File: src/rtl/ssd_pkg.sv
package ssd_pkg;

    localparam int FRAME_BITS_DEF = 24;
    localparam int RUN_BITS       = 24;
    localparam int CFG_BITS       = 16;
    localparam int CFG_ADDR_BITS  = 2;
    localparam int OUT_BITS       = 24;

    localparam logic [CFG_ADDR_BITS-1:0] CFG_SPEECH_THRESHOLD = 2'd0;
    localparam logic [CFG_ADDR_BITS-1:0] CFG_MIN_SPEECH_LEN   = 2'd1;
    localparam logic [CFG_ADDR_BITS-1:0] CFG_MIN_SILENCE_LEN  = 2'd2;

    localparam logic [CFG_BITS-1:0] SPEECH_THRESHOLD_RST = 16'd16384;
    localparam logic [CFG_BITS-1:0] MIN_SPEECH_LEN_RST   = 16'd25;
    localparam logic [CFG_BITS-1:0] MIN_SILENCE_LEN_RST  = 16'd20;

    typedef struct packed {
        logic [15:0] speech_prob;
        logic        last_frame;
    } t_in;

    typedef struct packed {
        logic [OUT_BITS-1:0] seg_start_frame;
        logic [OUT_BITS-1:0] seg_end_frame;
        logic                closed_by_end;
    } t_out;

    typedef struct packed {
        logic [CFG_BITS-1:0] speech_threshold;
        logic [CFG_BITS-1:0] min_speech_len;
        logic [CFG_BITS-1:0] min_silence_len;
    } t_cfg;

endpackage

File: src/rtl/ssd_step.sv
module ssd_step #(
    parameter int FRAME_BITS = ssd_pkg::FRAME_BITS_DEF
) (
    input  ssd_pkg::t_in                  i_in,
    input  ssd_pkg::t_cfg                 i_cfg,
    input  logic                          i_in_speech,
    input  logic [ssd_pkg::RUN_BITS-1:0]  i_speech_run,
    input  logic [ssd_pkg::RUN_BITS-1:0]  i_silence_run,
    input  logic [FRAME_BITS-1:0]         i_open_start,
    input  logic [FRAME_BITS-1:0]         i_frame_index,
    output logic                          o_in_speech,
    output logic [ssd_pkg::RUN_BITS-1:0]  o_speech_run,
    output logic [ssd_pkg::RUN_BITS-1:0]  o_silence_run,
    output logic [FRAME_BITS-1:0]         o_open_start,
    output logic [FRAME_BITS-1:0]         o_frame_index,
    output logic                          o_valid,
    output ssd_pkg::t_out                 o_out
);
    import ssd_pkg::*;

    localparam int CMP_BITS = (FRAME_BITS > CFG_BITS) ? FRAME_BITS : CFG_BITS;
    localparam logic [RUN_BITS-1:0] RUN_MAX = {RUN_BITS{1'b1}};
    localparam logic [FRAME_BITS-1:0] ONE_F = {{(FRAME_BITS-1){1'b0}}, 1'b1};

    logic                  is_speech;
    logic [RUN_BITS-1:0]   sp_inc;
    logic [RUN_BITS-1:0]   si_inc;
    logic [FRAME_BITS-1:0] seg_end;
    logic [FRAME_BITS-1:0] seg_len;
    logic [FRAME_BITS-1:0] next_index;

    assign is_speech  = i_in.speech_prob >= i_cfg.speech_threshold;
    assign sp_inc     = (i_speech_run == RUN_MAX) ? i_speech_run : i_speech_run + 1'b1;
    assign si_inc     = (i_silence_run == RUN_MAX) ? i_silence_run : i_silence_run + 1'b1;
    assign seg_end    = i_frame_index - FRAME_BITS'(si_inc) + ONE_F;
    assign seg_len    = seg_end - i_open_start;
    assign next_index = i_frame_index + ONE_F;

    always_comb begin
        o_in_speech   = i_in_speech;
        o_speech_run  = i_speech_run;
        o_silence_run = i_silence_run;
        o_open_start  = i_open_start;
        o_frame_index = next_index;
        o_valid       = 1'b0;
        o_out         = '0;

        if (is_speech) begin
            o_speech_run  = sp_inc;
            o_silence_run = '0;
            if (!i_in_speech && (sp_inc >= RUN_BITS'(i_cfg.min_speech_len))) begin
                o_in_speech  = 1'b1;
                o_open_start = i_frame_index - FRAME_BITS'(sp_inc) + ONE_F;
            end
        end else begin
            o_silence_run = si_inc;
            o_speech_run  = '0;
            if (i_in_speech && (si_inc >= RUN_BITS'(i_cfg.min_silence_len))) begin
                o_in_speech = 1'b0;
                if (CMP_BITS'(seg_len) >= CMP_BITS'(i_cfg.min_speech_len)) begin
                    o_valid               = 1'b1;
                    o_out.seg_start_frame = OUT_BITS'(i_open_start);
                    o_out.seg_end_frame   = OUT_BITS'(seg_end);
                    o_out.closed_by_end   = 1'b0;
                end
            end
        end

        if (i_in.last_frame) begin
            // flush a segment still open at the end of the utterance
            if (o_in_speech) begin
                o_valid               = 1'b1;
                o_out.seg_start_frame = OUT_BITS'(o_open_start);
                o_out.seg_end_frame   = OUT_BITS'(next_index);
                o_out.closed_by_end   = 1'b1;
            end
            o_in_speech   = 1'b0;
            o_speech_run  = '0;
            o_silence_run = '0;
            o_open_start  = '0;
            o_frame_index = '0;
        end
    end

endmodule

File: src/rtl/speech_segment_detector.sv
// Speech segment detector: takes one Q1.15 speech probability per frame and
// returns at most one segment (start frame, end frame, closed-by-end flag) per
// frame. Each frame beat lands in an input register and is resolved by a single
// compare / counter-update stage into the result register when that one is free,
// so the block sustains one frame per clock while the downstream side keeps taking
// results; the only stall is a full result register that the downstream side does
// not take. Registers are written through a plain write port; the user must write
// them only while the block is idle, as the block itself does not enforce this.
module speech_segment_detector #(
    parameter int FRAME_BITS = ssd_pkg::FRAME_BITS_DEF
) (
    input  logic                               i_clk,
    input  logic                               i_rst_n,
    input  logic                               i_cfg_we,
    input  logic [ssd_pkg::CFG_ADDR_BITS-1:0]  i_cfg_addr,
    input  logic [ssd_pkg::CFG_BITS-1:0]       i_cfg_wdata,
    input  logic                               i_in_valid,
    output logic                               o_in_ready,
    input  ssd_pkg::t_in                       i_in_data,
    output logic                               o_out_valid,
    input  logic                               i_out_ready,
    output ssd_pkg::t_out                      o_out_data
);
    import ssd_pkg::*;

    t_cfg                  r_cfg;
    logic                  r_in_valid;
    t_in                   r_in;
    logic                  r_out_valid;
    t_out                  r_out;
    logic                  r_in_speech;
    logic [RUN_BITS-1:0]   r_speech_run;
    logic [RUN_BITS-1:0]   r_silence_run;
    logic [FRAME_BITS-1:0] r_open_start;
    logic [FRAME_BITS-1:0] r_frame_index;

    logic                  n_in_speech;
    logic [RUN_BITS-1:0]   n_speech_run;
    logic [RUN_BITS-1:0]   n_silence_run;
    logic [FRAME_BITS-1:0] n_open_start;
    logic [FRAME_BITS-1:0] n_frame_index;
    logic                  n_valid;
    t_out                  n_out;

    logic fire;

    assign fire        = r_in_valid && (!r_out_valid || i_out_ready);
    assign o_in_ready  = !r_in_valid || fire;
    assign o_out_valid = r_out_valid;
    assign o_out_data  = r_out;

    ssd_step #(
        .FRAME_BITS(FRAME_BITS)
    ) u_step (
        .i_in          (r_in),
        .i_cfg         (r_cfg),
        .i_in_speech   (r_in_speech),
        .i_speech_run  (r_speech_run),
        .i_silence_run (r_silence_run),
        .i_open_start  (r_open_start),
        .i_frame_index (r_frame_index),
        .o_in_speech   (n_in_speech),
        .o_speech_run  (n_speech_run),
        .o_silence_run (n_silence_run),
        .o_open_start  (n_open_start),
        .o_frame_index (n_frame_index),
        .o_valid       (n_valid),
        .o_out         (n_out)
    );

    always_ff @(posedge i_clk) begin
        if (!i_rst_n) begin
            r_cfg.speech_threshold <= SPEECH_THRESHOLD_RST;
            r_cfg.min_speech_len   <= MIN_SPEECH_LEN_RST;
            r_cfg.min_silence_len  <= MIN_SILENCE_LEN_RST;
        end else if (i_cfg_we) begin
            case (i_cfg_addr)
                CFG_SPEECH_THRESHOLD: r_cfg.speech_threshold <= i_cfg_wdata;
                CFG_MIN_SPEECH_LEN:   r_cfg.min_speech_len   <= i_cfg_wdata;
                CFG_MIN_SILENCE_LEN:  r_cfg.min_silence_len  <= i_cfg_wdata;
                default: ;
            endcase
        end
    end

    // input beat register
    always_ff @(posedge i_clk) begin
        if (!i_rst_n) begin
            r_in_valid <= 1'b0;
        end else if (o_in_ready) begin
            r_in_valid <= i_in_valid;
        end
    end

    always_ff @(posedge i_clk) begin
        if (o_in_ready && i_in_valid) begin
            r_in <= i_in_data;
        end
    end

    // frame state
    always_ff @(posedge i_clk) begin
        if (!i_rst_n) begin
            r_in_speech   <= 1'b0;
            r_speech_run  <= '0;
            r_silence_run <= '0;
            r_open_start  <= '0;
            r_frame_index <= '0;
        end else if (fire) begin
            r_in_speech   <= n_in_speech;
            r_speech_run  <= n_speech_run;
            r_silence_run <= n_silence_run;
            r_open_start  <= n_open_start;
            r_frame_index <= n_frame_index;
        end
    end

    // result register
    always_ff @(posedge i_clk) begin
        if (!i_rst_n) begin
            r_out_valid <= 1'b0;
        end else if (fire) begin
            r_out_valid <= n_valid;
        end else if (i_out_ready) begin
            r_out_valid <= 1'b0;
        end
    end

    always_ff @(posedge i_clk) begin
        if (fire && n_valid) begin
            r_out <= n_out;
        end
    end

endmodule
File: config.mk
export PLATFORM = sky130hd
export DESIGN_NAME = speech_segment_detector
export DESIGN_NICKNAME = d
export VERILOG_FILES = /design/src/rtl/ssd_pkg.sv /design/src/rtl/ssd_step.sv /design/src/rtl/speech_segment_detector.sv
export SDC_FILE = /design/constraint.sdc
export NUM_CORES = 1
export LEC_CHECK = 0
export ABC_CLOCK_PERIOD_IN_PS = 10140
export BUFFER_PORTS_ARGS = -buffer_cell sky130_fd_sc_hd__buf_2
export CORE_MARGIN = 3
export CORE_UTILIZATION = 57
export CTS_BUF_LIST = sky130_fd_sc_hd__clkbuf_8 sky130_fd_sc_hd__clkbuf_16
export DETAILED_ROUTE_END_ITERATION = 16
export PLACE_DENSITY = 0.89
export RECOVER_POWER = 50
export SLEW_MARGIN = 25
export SYNTH_ARGS = -nofsm -noshare
export SYNTH_HDL_FRONTEND = slang
export SYNTH_SLANG_ARGS = --single-unit
File: constraint.sdc
create_clock -name i_clk -period 10.14 [get_ports i_clk]
set_clock_uncertainty 0.2 [all_clocks]
set_input_delay 0.507 -clock i_clk [delete_from_list [all_inputs] [get_ports i_clk]]
set_output_delay 0.507 -clock i_clk [all_outputs]
set_load 0.05 [all_outputs]
# Word level (Yosys, flattened, before mapping)
# Index checks and enable logic that the tools add are counted.
dict set report totals {
  register_bits 213
  output_inout_bits 51
  wordCells 72
}
dict set report classes {
  add_sub_neg 8
  n_lt_le_gt_ge 4
  n_eq_ne 4
  n_mux 26
  n_reduce_logical 15
}
# cell n
set op_table {}
lappend op_table {{$mux W49} 5}
lappend op_table {{$mux W24} 10}
lappend op_table {{$add A24 B1 Y24 const B} 5}
lappend op_table {{$ge A24 B16 Y1} 3}
lappend op_table {{$sub A24 B24 Y24} 3}
lappend op_table {{$eq A24 B24 Y1 const B} 2}
lappend op_table {{$ge A16 B16 Y1} 1}
lappend op_table {{$mux W1} 11}
lappend op_table {{$reduce_and A2 Y1} 3}
lappend op_table {{$logic_and A1 B1 Y1} 5}
lappend op_table {{$logic_not A1 Y1} 3}
lappend op_table {{$eq A2 B1 Y1 const B} 1}
lappend op_table {{$eq A2 B2 Y1 const B} 1}
lappend op_table {{$logic_not A2 Y1} 1}
lappend op_table {{$logic_or A1 B1 Y1} 2}
lappend op_table {{$reduce_bool A2 Y1} 1}

# Logic depth before layout (Yosys ltp)
# Gate-level depths: netlist (run 1).
dict set report depth {
  ltp_word 12
  depth_mapped 34
}

# Hierarchy
# Synthesis (run 1) repeated with hierarchy kept, for this count alone.
dict set report hier_totals {
  hier_cells 1917
  area_unflattened_um2 16231.8
}
# mod instances cells_each area_per_inst_um2
set modules_own_cells {}
lappend modules_own_cells {ssd_step 1 1238 8685.8}
lappend modules_own_cells {speech_segment_detector 1 679 7546.0}

# Worst setup path before layout (run 1)
# OpenSTA, ideal clock, no wires.
dict set report synth_timing {
  path_type {reg-to-reg}
  startpoint {register r_silence_run[0]}
  endpoint {register r_out, in the netlist o_out_data[0] (enable)}
  arrival_time_ns 8.723
  required_ns 9.468
  path_slack_ns 0.745
  path_stages_with_launch 30
  n_path_buf 1
  path_cell_list {dfxtp_1 > ha_1 > nand3_1 > nor3_2 > a21oi_2 > and4_1 > xor2_1 > inv_1 > ha_1 > ha_1 > or3_1 > a2111oi_0 > nor3b_1 > o21a_1 > nor2_1 > o21bai_1 > a21oi_1 > xor2_1 > inv_1 > ha_1 > or3_1 > o21ai_0 > nor4b_2 > a21oi_1 > a41oi_1 > xor2_1 > xnor2_1 > o211ai_4 > buf_6 > a21oi_1}
}
dict set report synth_between {
  elab_chain_len 12
  elab_cells_between_ends 17
  classes_between {4 x add/sub; 2 x order compare; 1 x eq/ne; 8 x mux; 2 x reduce/logical}
}
# element line
set synth_rtl {}
lappend synth_rtl {{start, declared} speech_segment_detector.sv:33} ;# logic [RUN_BITS-1:0] r_silence_run;
lappend synth_rtl {{start signal, assigned} speech_segment_detector.sv:112} ;# r_silence_run <= n_silence_run;
lappend synth_rtl {{$add A24 B1 Y24 or $eq A24 B24 Y1 (tied branches)} ssd_step.sv:34} ;# assign si_inc = (i_silence_run == RUN_MAX) ? i_silence_run : i_silence_run + 1'b1;
lappend synth_rtl {{$mux W24 (*)} ssd_step.sv:34}
lappend synth_rtl {{$sub A24 B24 Y24} ssd_step.sv:35} ;# assign seg_end = i_frame_index - FRAME_BITS'(si_inc) + ONE_F;
lappend synth_rtl {{$add A24 B1 Y24} ssd_step.sv:35}
lappend synth_rtl {{$sub A24 B24 Y24} ssd_step.sv:36} ;# assign seg_len = seg_end - i_open_start;
lappend synth_rtl {{$ge A24 B16 Y1} ssd_step.sv:60} ;# if (CMP_BITS'(seg_len) >= CMP_BITS'(i_cfg.min_speech_len)) begin
lappend synth_rtl {{$mux W1} ssd_step.sv:60}
lappend synth_rtl {{$mux W1} ssd_step.sv:58} ;# if (i_in_speech && (si_inc >= RUN_BITS'(i_cfg.min_silence_len))) begin
lappend synth_rtl {{$mux W1} ssd_step.sv:48} ;# if (is_speech) begin
lappend synth_rtl {{$mux W1} ssd_step.sv:71} ;# if (o_in_speech) begin
lappend synth_rtl {{$mux W1 (*)} ssd_step.sv:69} ;# if (i_in.last_frame) begin
lappend synth_rtl {{$logic_and A1 B1 Y1 (*)} speech_segment_detector.sv:130} ;# if (fire && n_valid) begin
lappend synth_rtl {{end signal, assigned} speech_segment_detector.sv:131} ;# r_out <= n_out;
lappend synth_rtl {{end, declared} speech_segment_detector.sv:30} ;# t_out r_out;
# Every way passes the cells marked *; elsewhere a longest branch is shown, timed or not.
# A chain may end at the register's enable or synchronous reset.

# Final worst setup path (run 1)
dict set report layout_timing {
  startpoint {register r_silence_run[0]}
  endpoint {register r_out, in the netlist o_out_data[39] (enable)}
}
# Same word-level chain as after synthesis.

==> reports/summary.md, run 1 <==
- 138 — number of pins with negative max-slew slack in the final report
- 31.90% — sequential share of the synthesized area
- 19.06% — area share of the largest cell type after synthesis
- -163.7% — worst slew margin relative to its limit
- 2 — # Max-Cap Violations
- 2.153 mW — post-layout total power
- 17010 µm² — final design area excluding fillers
- 26350 µm² — Core Box Area
- 10.19% — area growth from synthesis to layout
- 60 ps — clock transition time at the flip-flop clock pins of the worst setup and hold paths
- 29.92% — total global routing track utilization
- 170.6 µm — DIE WIDTH
- input port to flip-flop — kind of path behind the tightest hold check
- flip-flop — Worst setup EP type
- 25 — critical-path maximum fanout
- 3 — worst-case clock buffer depth
- 0 — number of warnings reported in the yosys synthesis log
- 897.0 ps — crit path setup slack, layout
- 29100 µm² — total die area
- 3956 ps — slew at the pin closest to its max-slew limit
- max-capacitance violations, max-slew violations — violations in the final reports
- 0 — number of endpoints with negative hold slack in the final report
- 84 — maximum number of pins on one net before global-route repair
- 70800 µm — global-route wire length before repair
- 0 — number of antenna violations at the first check in global routing
- 41.6% — proportion of power drawn by flip-flops and latches
- sky130_fd_sc_hd__dfxtp_1 19%, sky130_fd_sc_hd__ha_1 14%, sky130_fd_sc_hd__edfxtp_1 13% — leading post-synthesis cells by cell area
- 58.59% — Initial Util
- flip-flop to flip-flop — crit path kind
- sky130_fd_sc_hd__ha_1 — Top cell by count, worst path
- r_silence_run[0] — Reg-to-Reg Start
- sky130_fd_sc_hd__nor2_1 — most common library cell in the layout ignoring fill and taps
- flip-flop — CP startpoint kind
- 10140 ps — CP required
- 25 — number of buffers created by CTS
- 213 — count of clock tree sinks
- 7 — first-pass detailed-route iteration total
- 170.6 µm — Die Span Y
- 0.5449 mW — net switching power figure
- 2098 — final net count
- 0 — final setup violating endpoints
- 91.15% — share of the cycle needed by the critical path after routing
- 45.6% — proportion of power drawn by the clock network
- 32410 µm — HPWL reported at the end of detailed placement
- 12.8% — Combinational Power Share
- 59 — number of standard-cell rows in the floorplan
- 14.60 ps — Worst Hold Margin
- 126.5 nW/µm² — PD cells
- 0 — Remaining Overflow, GRT
- 0 — remaining routing DRC violations
- 0.0001546 V — worst-case vdd ir drop
- 0 — count of nets left with antenna violations after detail routing
- 13620 — vias in the first global route
- 6.697 nW — total leakage power
- 94 — count of unique library cells instantiated by Yosys
- 1173 ps — Placement Setup Slack
- 0 — ant diodes
- 0 ps — total negative setup slack
- 16020 µm² — standard cell area after detailed placement
- o_out_data[39] — terminus of the critical flop-to-flop path
- i_in_valid — Hold Path Origin
- sky130_fd_sc_hd__clkbuf_16 — clock root buffer
- 540 ps — later-pin clock latency in the skew report
- r_in_valid — hold-critical path endpoint
- 1 — H-tree depth
- 1524 — Initial DRC Count
- 6.398 — via density per instance
- 14340 — total via count after detailed routing
- 66 — number of enable-type register cells in the synthesized netlist
- 1828 — cell count after synthesis
- sky130_fd_sc_hd__dfxtp_1 — most instantiated flip-flop cell in the synthesis netlist
- 0.9566 — final weighted congestion in routability-driven placement
- 25.31% — net switching fraction of the power
- 2038 — post-synth net total
- 0.1082 GHz — fmax
- 213 — flip-flop and latch count after synthesis
- finished, violations left — result of the run
- 9243 ps — Final min period
- 182 x sky130_fd_sc_hd__nor2_1, 167 x sky130_fd_sc_hd__ha_1, 163 x sky130_fd_sc_hd__nand2_1 — commonest cells after routing, fill and taps aside
- 90 — number of buffer cells added on primary ports
- done — CTS tree
- 19.83 µm — routed length per instance
- 810 ps — delay contributed by the slowest stage of the critical path
- 8.446 µm² — mean post-synth cell area
- 15440 µm² — post-synth design cell area
- 91 — number of ports placed on the die boundary
- 0% — Synth async-reset ratio
- 29 — number of cells on the worst reg-to-reg path
- no — setup repair after global routing missed its margin
- sky130_fd_sc_hd__dfxtp_1 — largest area contributor in the synthesized netlist
- 9240 ps — Data arrival, critical path
- 0 — setup repair bufs after CTS
- 1.608 mW — internal power
- 3 — Worst Hold Path Cells
- 900 ps — FF-to-FF setup slack
- 44460 µm — Final Routed Wirelength
- sky130_fd_sc_hd__a21oi_4 — worst-path cell with the longest stage delay
- 6.660% — share of layout cells above drive strength 1
==> metal layers <==
metal  global-route usage, %  wire (µm)  up-vias
li1                        -          -     6708
met2                   50.89      20910      712
met1                   37.43      17730     6790
met3                   4.852       3582      134
met4                   13.40       2233        0
met5                       0          0        -
==> area by class of cell <==
cell class | count | area, µm²
multi-input combinational | 1387 | 9609
fill | 2160 | 9341
sequential | 213 | 4925
clock buffer | 29 | 691.9
timing repair buffer | 117 | 618.1
inverter | 144 | 541.8
tap | 335 | 419.2
clock inverter | 17 | 207.7
==> worst max path at each step <==
stage	cells after the start	slack, ps	end	from
after floorplan	29	750	o_out_data[0]	r_silence_run[0]
after global routing	29	240	o_out_data[43]	r_silence_run[0]
after detailed placement	29	1170	o_out_data[39]	r_silence_run[0]
after global placement	29	1390	o_out_data[39]	r_silence_run[0]
final	29	900	o_out_data[39]	r_silence_run[0]
after CTS	29	1100	o_out_data[9]	r_silence_run[0]
==> sequential cells by signal, indices dropped and copies added, names as in the netlist <==
| signal | flops |
|---|---|
| r_in_valid | 1 |
| r_silence_run | 24 |
| r_speech_run | 24 |
| o_out_data | 49 |
| r_cfg | 48 |
| o_out_valid | 1 |
| r_in | 17 |
| r_frame_index | 24 |
| r_open_start | 24 |
| r_in_speech | 1 |
==> cells in the mapped netlist, drive strengths merged, types with 17 or more instances <==
cell	count
a21o	30
a21oi	150
a22oi	47
a32o	23
and2	19
and3	22
buf	25
clkbuf	58
dfxtp	147
edfxtp	66
ha	167
inv	143
nand2	164
nand2b	21
nand3	43
nand4	21
nor2	183
nor2b	17
nor3	39
o211ai	17
o21a	20
o21ai	71
o22ai	27
xnor2	73
xor2	55
==> critical path, delay by kind of cell (launching register included) <==
kind	cells	cell delay, ps
buffers and inverters	3	630
AND/OR/NAND/NOR	8	2510
flip-flops	1	450
adder cells (fa/ha/maj)	4	1000
XOR/XNOR	4	980
AO/OA/AOI/OAI	10	3110
==> timing repair <==
action                                  CTS  global route
resized for setup                         0             0
hold buffers                             17             0
endpoints found under the hold margin    17             0
endpoints found under the setup margin    0             0
==> through the flow <==
step           cells  utilization (%)
6_report        2242            64.55
5_1_grt         2242            64.55
4_1_cts         2242            64.85
3_5_place_dp    2179            60.79
3_3_place_gp    2179            60.79
2_1_floorplan   1828                -
==> cell families after synthesis <==
| kind of cell | after synthesis | synth area share (%) |
|---|---|---|
| DFF | 213 | 31.90 |
| buffers and inverters | 228 | 5.989 |
| muxes | 11 | 0.7293 |
| adders and majority gates | 171 | 13.99 |
| xor gates and xnor gates | 128 | 7.382 |
| and+or+nand+nor | 592 | 18.63 |
| AOI/OAI and AO/OA | 485 | 21.39 |
==> power groups by stage <==
stage	Clock [mW]	Sequential (mW)	Combinational (mW)
2_1_floorplan	0	0.912	0.192
3_3_place_gp	0	0.913	0.258
3_5_place_dp	0	0.914	0.263
4_1_cts	0.990	0.895	0.271
5_1_grt	1.02	0.896	0.306
6_report	0.981	0.896	0.275
(Power assumes the default switching activity.)
==> run 2, diff against run 1 <==
--- a/config.mk
+++ b/config.mk
@@ -7,10 +7,12 @@
 export LEC_CHECK = 0
 export ABC_CLOCK_PERIOD_IN_PS = 10140
 export BUFFER_PORTS_ARGS = -buffer_cell sky130_fd_sc_hd__buf_2
+export CORE_ASPECT_RATIO = 1.25
 export CORE_MARGIN = 3
 export CORE_UTILIZATION = 57
 export CTS_BUF_LIST = sky130_fd_sc_hd__clkbuf_8 sky130_fd_sc_hd__clkbuf_16
 export DETAILED_ROUTE_END_ITERATION = 16
+export GPL_ROUTABILITY_DRIVEN = 0
 export PLACE_DENSITY = 0.89
 export RECOVER_POWER = 50
 export SLEW_MARGIN = 25
==> run 2 against run 1 <==
- global-route usage is 0.17 points higher
- clock power is 12% lower
- non-clock buffer count stayed put
- the flow still finishes with violations (max-capacitance violations, max-slew violations)
- sequential power hardly changed
- utilization is 0.42 points lower
- clock-buffer cell count is 2 higher
==> reports/summary.md, run 2 (synthesis results as in run 1) <==
- 120.7 nW/µm² — PD cells
- 28.98 ps — Worst Hold Margin
- flip-flop to flip-flop — crit path kind
- 29110 µm² — total die area
- 190.0 µm — Die Span Y
- 14320 — vias in the first global route
- 0 — final setup violating endpoints
- 580 ps — delay contributed by the slowest stage of the critical path
- 1247 ps — Placement Setup Slack
- 5 — first-pass detailed-route iteration total
- 33.78% — met1 usage
- 0 — number of antenna violations at the first check in global routing
- flip-flop — CP startpoint kind
- finished, violations left — result of the run
- -191.7% — worst slew margin relative to its limit
- 9190 ps — Data arrival, critical path
- 0.1084 GHz — fmax
- 2.039 mW — post-layout total power
- done — CTS tree
- sky130_fd_sc_hd__nor2_1 — most common library cell in the layout ignoring fill and taps
- 914.4 ps — crit path setup slack, layout
- 6.636 nW — total leakage power
- 530 ps — later-pin clock latency in the skew report
- no — setup repair after global routing missed its margin
- 153.2 µm — DIE WIDTH
- 0 — Remaining Overflow, GRT
- 4.801% — GR met3 Demand/Resource
- 91 — number of ports placed on the die boundary
- sky130_fd_sc_hd__clkbuf_16 — clock root buffer
- 58.61% — Initial Util
- met2 — most crowded layer after global routing
- 45620 µm — Final Routed Wirelength
- 213 — count of clock tree sinks
- 16030 µm² — standard cell area after detailed placement
- 72040 µm — global-route wire length before repair
- 1 — H-tree depth
- max-capacitance violations, max-slew violations — violations in the final reports
- sky130_fd_sc_hd__a2111oi_0 — worst-path cell with the longest stage delay
- 26340 µm² — Core Box Area
- 90.98% — share of the cycle needed by the critical path after routing
- 90 — number of buffer cells added on primary ports
- 30.09% — total global routing track utilization
- 2056 — fill cell total of the finished layout
- 3 — worst-case clock buffer depth
- 6.575% — share of layout cells above drive strength 1
- 138 — number of pins with negative max-slew slack in the final report
- 1280 — Initial DRC Count
- 0 — count of nets left with antenna violations after detail routing
- 14580 — total via count after detailed routing
- 0 — setup repair bufs after CTS
- 23 — number of buffers created by CTS
- 182 x sky130_fd_sc_hd__nor2_1, 167 x sky130_fd_sc_hd__ha_1, 163 x sky130_fd_sc_hd__nand2_1 — commonest cells after routing, fill and taps aside
- 92 — maximum number of pins on one net before global-route repair
- 10110 ps — CP required
- input port to flip-flop — kind of path behind the tightest hold check
- 4375 ps — slew at the pin closest to its max-slew limit
- 64.14% — Post-Route Utilization
- 20.36 µm — routed length per instance
- 40 — critical-path maximum fanout
- 0 — number of endpoints with negative hold slack in the final report
- 66 — number of standard-cell rows in the floorplan
- 2096 — final net count
- 50.80% — met2 track demand over resource in global routing
- 0 — remaining routing DRC violations
- 60 ps — clock transition time at the flip-flop clock pins of the worst setup and hold paths
- 9.425% — area growth from synthesis to layout
- 0 ps — total negative setup slack
- 49 — number of flip-flops in the largest register
- flip-flop — Worst setup EP type
- compound AO/OA/AOI/OAI gates — cell family contributing the most delay on the critical path
- 16900 µm² — final design area excluding fillers
- 32560 µm — HPWL reported at the end of detailed placement
- 0.0001509 V — worst-case vdd ir drop
- 2241 — final standard cell count with taps included and fillers excluded
- 2 — # Max-Cap Violations
- 6.504 — via density per instance
- 9226 ps — Final min period
- 3 — buffering stage count on the worst path with inverters included
- 0 — ant diodes
- 2184 — cell count after placement
- sky130_fd_sc_hd__ha_1 — Top cell by count, worst path
[run 2: changes by cell type in the layout (fill, tap and decap cells not counted), sizes merged]
cell / previous run / this run
inv: 148 / 145
clkbuf: 85 / 87
clkinvlp: 2 / 1
clkinv: 6 / 7
bufinv: 5 / 0
[run 2: report_power, final]
| part | leakage, nW | internal, mW | switching [mW] |
|---|---|---|---|
| clock | 0.398 | 0.503 | 0.361 |
| sequential | 1.69 | 0.888 | 0.00710 |
| combinational | 4.55 | 0.109 | 0.171 |
| total | 6.64 | 1.50 | 0.540 |
[run 2: final cells by class]
| class | count | area [µm²] | share of cell area (%) |
|---|---|---|---|
| Tap cell | 340 | 425.4 | 2.518 |
| Multi-Input combinational cell | 1387 | 9609 | 56.88 |
| Timing Repair Buffer | 117 | 620.6 | 3.673 |
| Inverter | 144 | 541.8 | 3.207 |
| Sequential cell | 213 | 4925 | 29.15 |
| Clock inverter | 9 | 42.54 | 0.2518 |
| Clock buffer | 31 | 730.7 | 4.325 |
[run 2: path summary, 6_finish.rpt]
check                        start             to  slack [ps]  cells after the start
setup / recovery  r_silence_run[0]  o_out_data[8]         910                     29
hold / removal          i_in_valid     r_in_valid          30                      3
setup reg to reg  r_silence_run[0]  o_out_data[8]         910                     29
hold reg to reg          r_cfg[17]      r_cfg[17]         250                      2
[run 2: tightest hold or removal path: cells and delay by family]
kind	cells	cell delay, ps
buffers and inverters	1	100
AND/OR/NAND/NOR	1	80
AO/OA/AOI/OAI	1	40
[run 2: repair_timing]
item | CTS | global route
gates resized for setup | 0 | 0
hold buffers | 17 | 0
endpoints found under the hold margin | 17 | 0
[run 2: layer usage]
layer  vias up  routed length (µm)
met5         -                   0
li1       6688                   -
met1      6830               16080
met3       237                4126
met4         0                4234
met2       821               21180
